## src/rtl/smcsc_pkg.sv

```systemverilog
// ----------------------------------------------------------------------------
// smcsc_pkg
// Shared types and constants for the compressed-sparse-column matrix store.
// ----------------------------------------------------------------------------
package smcsc_pkg;

  localparam int unsigned ROW_W      = 12;
  localparam int unsigned COL_W      = 8;
  localparam int unsigned DATA_W     = 32;
  localparam int unsigned STATUS_W   = 2;
  localparam int unsigned NROWS_W    = 13;
  localparam int unsigned NCOLS_W    = 9;
  localparam int unsigned CFG_IDX_W  = 1;
  localparam int unsigned CFG_DATA_W = 13;
  localparam int unsigned S_TDATA_W  = 56;
  localparam int unsigned M_TDATA_W  = 32;

  localparam logic [NROWS_W-1:0] NUM_ROWS_RST = 13'd4096;
  localparam logic [NCOLS_W-1:0] NUM_COLS_RST = 9'd256;

  typedef enum logic [CFG_IDX_W-1:0] {
    CFG_NUM_ROWS = 1'b0,
    CFG_NUM_COLS = 1'b1
  } cfg_idx_e;

  typedef enum logic [STATUS_W-1:0] {
    STAT_OK   = 2'd0,
    STAT_BAD  = 2'd1,
    STAT_FULL = 2'd2
  } stat_e;

  typedef enum logic [3:0] {
    S_CLEAR,
    S_IDLE,
    S_CHECK,
    S_RD_LO,
    S_RD_HI,
    S_RD_TOT,
    S_SCAN,
    S_SCAN_CMP,
    S_DECIDE,
    S_INS,
    S_INS_WR,
    S_DEL,
    S_DEL_WR,
    S_PTR_RD,
    S_PTR_WR,
    S_FIN
  } state_e;

  typedef enum logic [1:0] {
    PA_COL,
    PA_COL1,
    PA_TOT,
    PA_SWEEP
  } ptr_ra_e;

  typedef enum logic [1:0] {
    PD_ZERO,
    PD_INC,
    PD_DEC
  } ptr_wd_e;

  typedef enum logic [1:0] {
    EA_K,
    EA_KM1,
    EA_KP1
  } ent_ra_e;

  typedef enum logic [1:0] {
    EW_K,
    EW_POS,
    EW_HI
  } ent_wa_e;

  typedef enum logic {
    ED_NEW,
    ED_MOVE
  } ent_wd_e;

  typedef struct packed {
    logic    in_cap;
    logic    lo_cap;
    logic    hi_cap;
    logic    tot_cap;
    logic    hit_cap;
    logic    k_ld_tot;
    logic    k_ld_pos;
    logic    k_inc;
    logic    k_dec;
    logic    c_ld_col1;
    logic    c_inc;
    ptr_ra_e ptr_ra;
    logic    ptr_we;
    ptr_wd_e ptr_wd;
    ent_ra_e ent_ra;
    logic    ent_we;
    ent_wa_e ent_wa;
    ent_wd_e ent_wd;
    logic    out_ld;
    stat_e   out_st;
  } cmd_t;

  typedef struct packed {
    logic bad;
    logic func;
    logic nv_zero;
    logic found;
    logic full;
    logic k_lt_hi;
    logic hit;
    logic ins_more;
    logic del_more;
    logic c_last;
    logic out_free;
  } sts_t;

endpackage

```

## src/rtl/smcsc_ctrl.sv

```systemverilog
// ----------------------------------------------------------------------------
// smcsc_ctrl
// Controller: sequences pointer clear, lookup, scan, shift and pointer update.
// ----------------------------------------------------------------------------
module smcsc_ctrl
  import smcsc_pkg::*;
(
  input  logic clk_i,
  input  logic rst_ni,
  input  logic in_valid_i,
  output logic in_ready_o,
  input  sts_t sts_i,
  output cmd_t cmd_o
);

  state_e state_q, state_d;

  always_ff @(posedge clk_i or negedge rst_ni) begin
    if (!rst_ni) begin
      state_q <= S_CLEAR;
    end else begin
      state_q <= state_d;
    end
  end

  always_comb begin
    state_d = state_q;
    unique case (state_q)
      S_CLEAR:    if (sts_i.c_last) state_d = S_IDLE;
      S_IDLE:     if (in_valid_i) state_d = S_CHECK;
      S_CHECK:    state_d = sts_i.bad ? S_FIN : S_RD_LO;
      S_RD_LO:    state_d = S_RD_HI;
      S_RD_HI:    state_d = S_RD_TOT;
      S_RD_TOT:   state_d = S_SCAN;
      S_SCAN:     state_d = sts_i.k_lt_hi ? S_SCAN_CMP : S_DECIDE;
      S_SCAN_CMP: state_d = sts_i.hit ? S_DECIDE : S_SCAN;
      S_DECIDE: begin
        priority if (!sts_i.func) begin
          state_d = S_FIN;
        end else if (!sts_i.nv_zero) begin
          state_d = (sts_i.found || sts_i.full) ? S_FIN : S_INS;
        end else begin
          state_d = sts_i.found ? S_DEL : S_FIN;
        end
      end
      S_INS:      state_d = sts_i.ins_more ? S_INS_WR : S_PTR_RD;
      S_INS_WR:   state_d = S_INS;
      S_DEL:      state_d = sts_i.del_more ? S_DEL_WR : S_PTR_RD;
      S_DEL_WR:   state_d = S_DEL;
      S_PTR_RD:   state_d = S_PTR_WR;
      S_PTR_WR:   state_d = sts_i.c_last ? S_FIN : S_PTR_RD;
      S_FIN:      if (sts_i.out_free) state_d = S_IDLE;
      default:    state_d = S_IDLE;
    endcase
  end

  always_comb begin
    cmd_o      = '0;
    in_ready_o = 1'b0;
    unique case (state_q)
      S_CLEAR: begin
        cmd_o.ptr_we = 1'b1;
        cmd_o.ptr_wd = PD_ZERO;
        cmd_o.c_inc  = !sts_i.c_last;
      end
      S_IDLE: begin
        in_ready_o   = 1'b1;
        cmd_o.in_cap = in_valid_i;
      end
      S_CHECK: cmd_o.ptr_ra = PA_COL;
      S_RD_LO: begin
        cmd_o.lo_cap = 1'b1;
        cmd_o.ptr_ra = PA_COL1;
      end
      S_RD_HI: begin
        cmd_o.hi_cap = 1'b1;
        cmd_o.ptr_ra = PA_TOT;
      end
      S_RD_TOT: cmd_o.tot_cap = 1'b1;
      S_SCAN:   cmd_o.ent_ra = EA_K;
      S_SCAN_CMP: begin
        cmd_o.hit_cap = sts_i.hit;
        cmd_o.k_inc   = !sts_i.hit;
      end
      S_DECIDE: begin
        if (sts_i.func && !sts_i.nv_zero && sts_i.found) begin
          cmd_o.ent_we = 1'b1;
          cmd_o.ent_wa = EW_POS;
          cmd_o.ent_wd = ED_NEW;
        end
        cmd_o.k_ld_tot  = sts_i.func && !sts_i.nv_zero;
        cmd_o.k_ld_pos  = sts_i.func && sts_i.nv_zero;
        cmd_o.c_ld_col1 = sts_i.func;
      end
      S_INS: begin
        cmd_o.ent_ra = EA_KM1;
        if (!sts_i.ins_more) begin
          // gap is open: drop the new entry at the column end
          cmd_o.ent_we = 1'b1;
          cmd_o.ent_wa = EW_HI;
          cmd_o.ent_wd = ED_NEW;
        end
      end
      S_INS_WR: begin
        cmd_o.ent_we = 1'b1;
        cmd_o.ent_wa = EW_K;
        cmd_o.ent_wd = ED_MOVE;
        cmd_o.k_dec  = 1'b1;
      end
      S_DEL:    cmd_o.ent_ra = EA_KP1;
      S_DEL_WR: begin
        cmd_o.ent_we = 1'b1;
        cmd_o.ent_wa = EW_K;
        cmd_o.ent_wd = ED_MOVE;
        cmd_o.k_inc  = 1'b1;
      end
      S_PTR_RD: cmd_o.ptr_ra = PA_SWEEP;
      S_PTR_WR: begin
        // found means a removal, otherwise an insert
        cmd_o.ptr_we = 1'b1;
        cmd_o.ptr_wd = sts_i.found ? PD_DEC : PD_INC;
        cmd_o.c_inc  = !sts_i.c_last;
      end
      S_FIN: begin
        cmd_o.out_ld = sts_i.out_free;
        priority if (sts_i.bad) begin
          cmd_o.out_st = STAT_BAD;
        end else if (sts_i.func && !sts_i.nv_zero && !sts_i.found && sts_i.full) begin
          cmd_o.out_st = STAT_FULL;
        end else begin
          cmd_o.out_st = STAT_OK;
        end
      end
      default: cmd_o = '0;
    endcase
  end

endmodule

```

## config.mk

```make
export PLATFORM = sky130hd
export DESIGN_NAME = smcsc_ctrl
export DESIGN_NICKNAME = d
export VERILOG_FILES = /design/src/rtl/smcsc_pkg.sv /design/src/rtl/smcsc_ctrl.sv
export SDC_FILE = /design/constraint.sdc
export NUM_CORES = 1
export LEC_CHECK = 0
export ABC_CLOCK_PERIOD_IN_PS = 1400
export BUFFER_PORTS_ARGS = -buffer_cell sky130_fd_sc_hd__buf_2
export CORE_MARGIN = 2
export CORE_UTILIZATION = 25
export CTS_CLUSTER_DIAMETER = 200
export CTS_CLUSTER_SIZE = 16
export DETAILED_ROUTE_END_ITERATION = 7
export PLACE_DENSITY = 0.59
export SYNTH_ARGS = -nofsm -noshare
export SYNTH_HDL_FRONTEND = slang
export SYNTH_SLANG_ARGS = --single-unit
export TNS_END_PERCENT = 5
```

## constraint.sdc

```tcl
create_clock -name clk_i -period 1.4 [get_ports clk_i]
set_input_delay 0.14 -clock clk_i [delete_from_list [all_inputs] [get_ports clk_i]]
set_output_delay 0.14 -clock clk_i [all_outputs]
set_load 0.005 [all_outputs]
```

==> insert_results.sql <==
INSERT INTO impl_metrics (metric_group, metric, value, unit) VALUES
('worst_setup_path', 'startpoint_type', 'flip-flop', ''),
('synth', 'synth.yosys.seq_area_share', '13.8', '%'),
('finish', 'layoutNonFillerInstCount', '196', ''),
('global_routing', 'pin_count_of_the_biggest_net_entering_global_routing', '20', ''),
('finish', 'n_fill_cell', '274', ''),
('sta', 'timing.final.crit_share', '113', '%'),
('clock_network', 'tritoncts', 'yes', ''),
('global_routing', 'grt.overflow.total', '0', ''),
('clock_network', 'clk_pin_slew', '40', 'ps'),
('global_routing', 'grt_pass1_vias', '921', ''),
('worst_setup_path', 'arrival_time_at_the_worst_endpoint', '1440', 'ps'),
('synth', 'synth.distinct_cells', '40', ''),
('sta', 'totalNegativeSetupSlack', '-1980', 'ps'),
('status', 'failed_checks', 'setup timing', ''),
('worst_setup_path', 'worst_setup_path_class', 'reg2out', ''),
('finish', 'finish.instance_area', '1280', 'µm²'),
('routing', 'first_pass_iters', '4', ''),
('routing', 'drt_iter0_markers', '20', ''),
('finish', 'areaGrowthSynthToFinish', '76.6', '%'),
('flow_run', 'timing.max_cap.violations', '0', ''),
('placement', 'finalWeightedCongestion', '0.817', ''),
('sta', 'final_setup_fails', '24', ''),
('synth', 'synthTopCellsByCount', 'nor2_1 (16), a21oi_1 (9), nand2b_1 (9)', ''),
('synth', 'mean_area_per_synthesized_cell', '6.85', 'µm²'),
('routing', 'vias', '1020', ''),
('synth', 'synth_warnings', '0', ''),
('die', 'fp-row-count', '19', ''),
('die', 'die_w', '57.9', 'µm'),
('sta', 'skew', '2.89', 'ps'),
('worst_setup_path', 'critical_path.top_delay_family', 'simple AND/OR/NAND/NOR gates', ''),
('finish', 'sequential_cell_area', '104', 'µm²'),
('routing', 'postRouteAntennaNets', '0', ''),
('worst_setup_path', 'crit_path_end_kind', 'output pin', ''),
('worst_hold_path', 'whs_path_depth', '3', ''),
('synth', 'synth_instances', '106', ''),
('sta', 'finalWorstSetupSlack', '-179', 'ps'),
('die', 'num_io_pins', '40', ''),
('synth', 'synth_enable_flop_cells', '0', ''),
('synth', 'netlist_top_cells_area', 'dfrtp_1 (14%), nor2_1 (8.3%), nand2b_1 (7.8%)', ''),
('clock_network', 'clkLatencyLatePin', '230', 'ps'),
('sta', 'final.min_clock_period', '1580', 'ps'),
('synth', 'synth_seq_cells', '4', ''),
('synth', 'syn-num-nets', '120', ''),
('sta', 'grt_setup_unrepaired', 'yes', ''),
('worst_hold_path', 'hold_path.class', 'in2reg', ''),
('worst_setup_path', 'critical_path_cell_count', '4', ''),
('finish', 'biggestRegsByFlops', 'state_q: 4 flops', ''),
('worst_setup_path', 'timing.critical_path.cells', 'or3_4 > a21oi_2 > and2b_1 > buf_2', ''),
('routing', 'routed_wirelength', '2.61', 'mm'),
('sta', 'maxClockFrequency', '633', 'MHz'),
('sta', 'max-slew-margin-rel', '79.3', '%'),
('worst_setup_path', 'timing.reg2reg.worst_path_depth', '7', ''),
('routing', 'post_drt_wl_per_cell', '13.3', 'µm'),
('status', 'outcome', 'finished with violations', ''),
('global_routing', 'grt.total_usage', '14.8', '%'),
('global_routing', 'antenna_found_initial', '0', ''),
('synth', 'syn_area', '726', 'µm²'),
('worst_setup_path', 'peak_per_stage_delay_on_the_critical_path', '440', 'ps'),
('worst_setup_path', 'cp_num_buf_inv', '1', ''),
('finish', 'largest-register', 'state_q', ''),
('placement', 'io_buffer_count', '39', ''),
('die', 'fp.dieArea', '3350', 'µm²'),
('die', 'starting_utilization_of_the_core_area', '26.3', '%'),
('clock_network', 'cts.htree.levels', '1', ''),
('finish', 'n_antenna_cell', '0', ''),
('placement', 'dp.final_hpwl', '1.86', 'mm'),
('worst_setup_path', 'worst_ep_required_time', '1260', 'ps'),
('placement', 'place_area', '1060', 'µm²'),
('sta', 'tightestPinTransition', '306', 'ps'),
('synth', 'top_count_cell_post_synth', 'nor2_1', ''),
('finish', 'post_route_cells_drive_above_1_share', '59.4', '%');
power by group:
| group | switching [µW] | internal [µW] |
|---|---|---|
| clock network | 42.5 | 95.5 |
| registers | 125 | 193 |
| logic | 1180 | 1350 |
path summary, 6_finish.rpt:
| check | startpoint | end | slack [ps] |
|---|---|---|---|
| max | state_q[2] | cmd_o[14] | -180 |
| min | sts_i[0] | state_q[1] | 220 |
| max reg2reg | state_q[1] | state_q[1] | -110 |
| min reg2reg | state_q[3] | state_q[3] | 770 |
| max in group asynchronous | rst_ni | state_q[2] | 1010 |
| min in group asynchronous | rst_ni | state_q[0] | 260 |
metrics by stage:
stage | utilization [%] | setup slack [ps]
after floorplan | - | 73.0
after global placement | 38.3 | -44.7
after detailed placement | 38.3 | -60.8
after CTS | 43.1 | -186
after global routing | 46.5 | -240
final | 46.5 | -179
placed cells by master, fill, tap and decap left out, types with 2 or more instances in the layout:
| cell | n |
|---|---|
| o32ai_2 | 2 |
| a21oi_2 | 2 |
| nand2b_4 | 3 |
| nand2b_1 | 5 |
| buf_6 | 5 |
| nor3_2 | 4 |
| clkbuf_4 | 3 |
| and2_1 | 4 |
| inv_1 | 3 |
| buf_4 | 16 |
| nor2b_1 | 3 |
| buf_12 | 2 |
| o311ai_1 | 2 |
| and3_1 | 2 |
| nand3_1 | 4 |
| buf_2 | 40 |
| o21ai_0 | 4 |
| a21oi_1 | 9 |
| nor2_1 | 11 |
| dfrtp_2 | 3 |
| nor2_2 | 4 |
worst register-to-register path: stages (launching register included):
cell       delay (ps)
dfrtp_2           450
buf_6             150
buf_6             120
buf_4             140
a21boi_2          120
a2bb2oi_1          80
o32a_1            180
a211oi_2          190
kinds of logic after synthesis:
group,Yosys count,synth area share (%)
xor+xnor,2,2.41
compound gates,32,30.9
flops,4,13.8
simple gates,55,41.0
buf+inv,13,11.9
timing repair:
action                                  CTS  global route
buffers inserted                          4             2
hold buffers                              1             0
endpoints found under the setup margin   29            29
hold endpoints to repair                  4             0
pin swaps                                 7             9
resized for setup                        25            19
cell type report:
type                       count  share of cell area, %
inverter                       4                   1.17
sequential                     4                   8.11
multi-input combinational     89                   51.5
timing repair buffer          65                   34.5
tap                           31                   3.03
clock buffer                   3                   1.76
routing by layer:
metal / GRT usage, % / routed length [µm] / share of wire (%) / up-vias
met4: 3.32 / 0 / 0 / 0
met1: 18.9 / 1100 / 42 / 482
met2: 26.0 / 1350 / 52 / 37
met5: 0 / 0 / 0 / -
met3: 2.68 / 150 / 5.8 / 0
li1: - / - / - / 501
(Power assumes the default switching activity.)
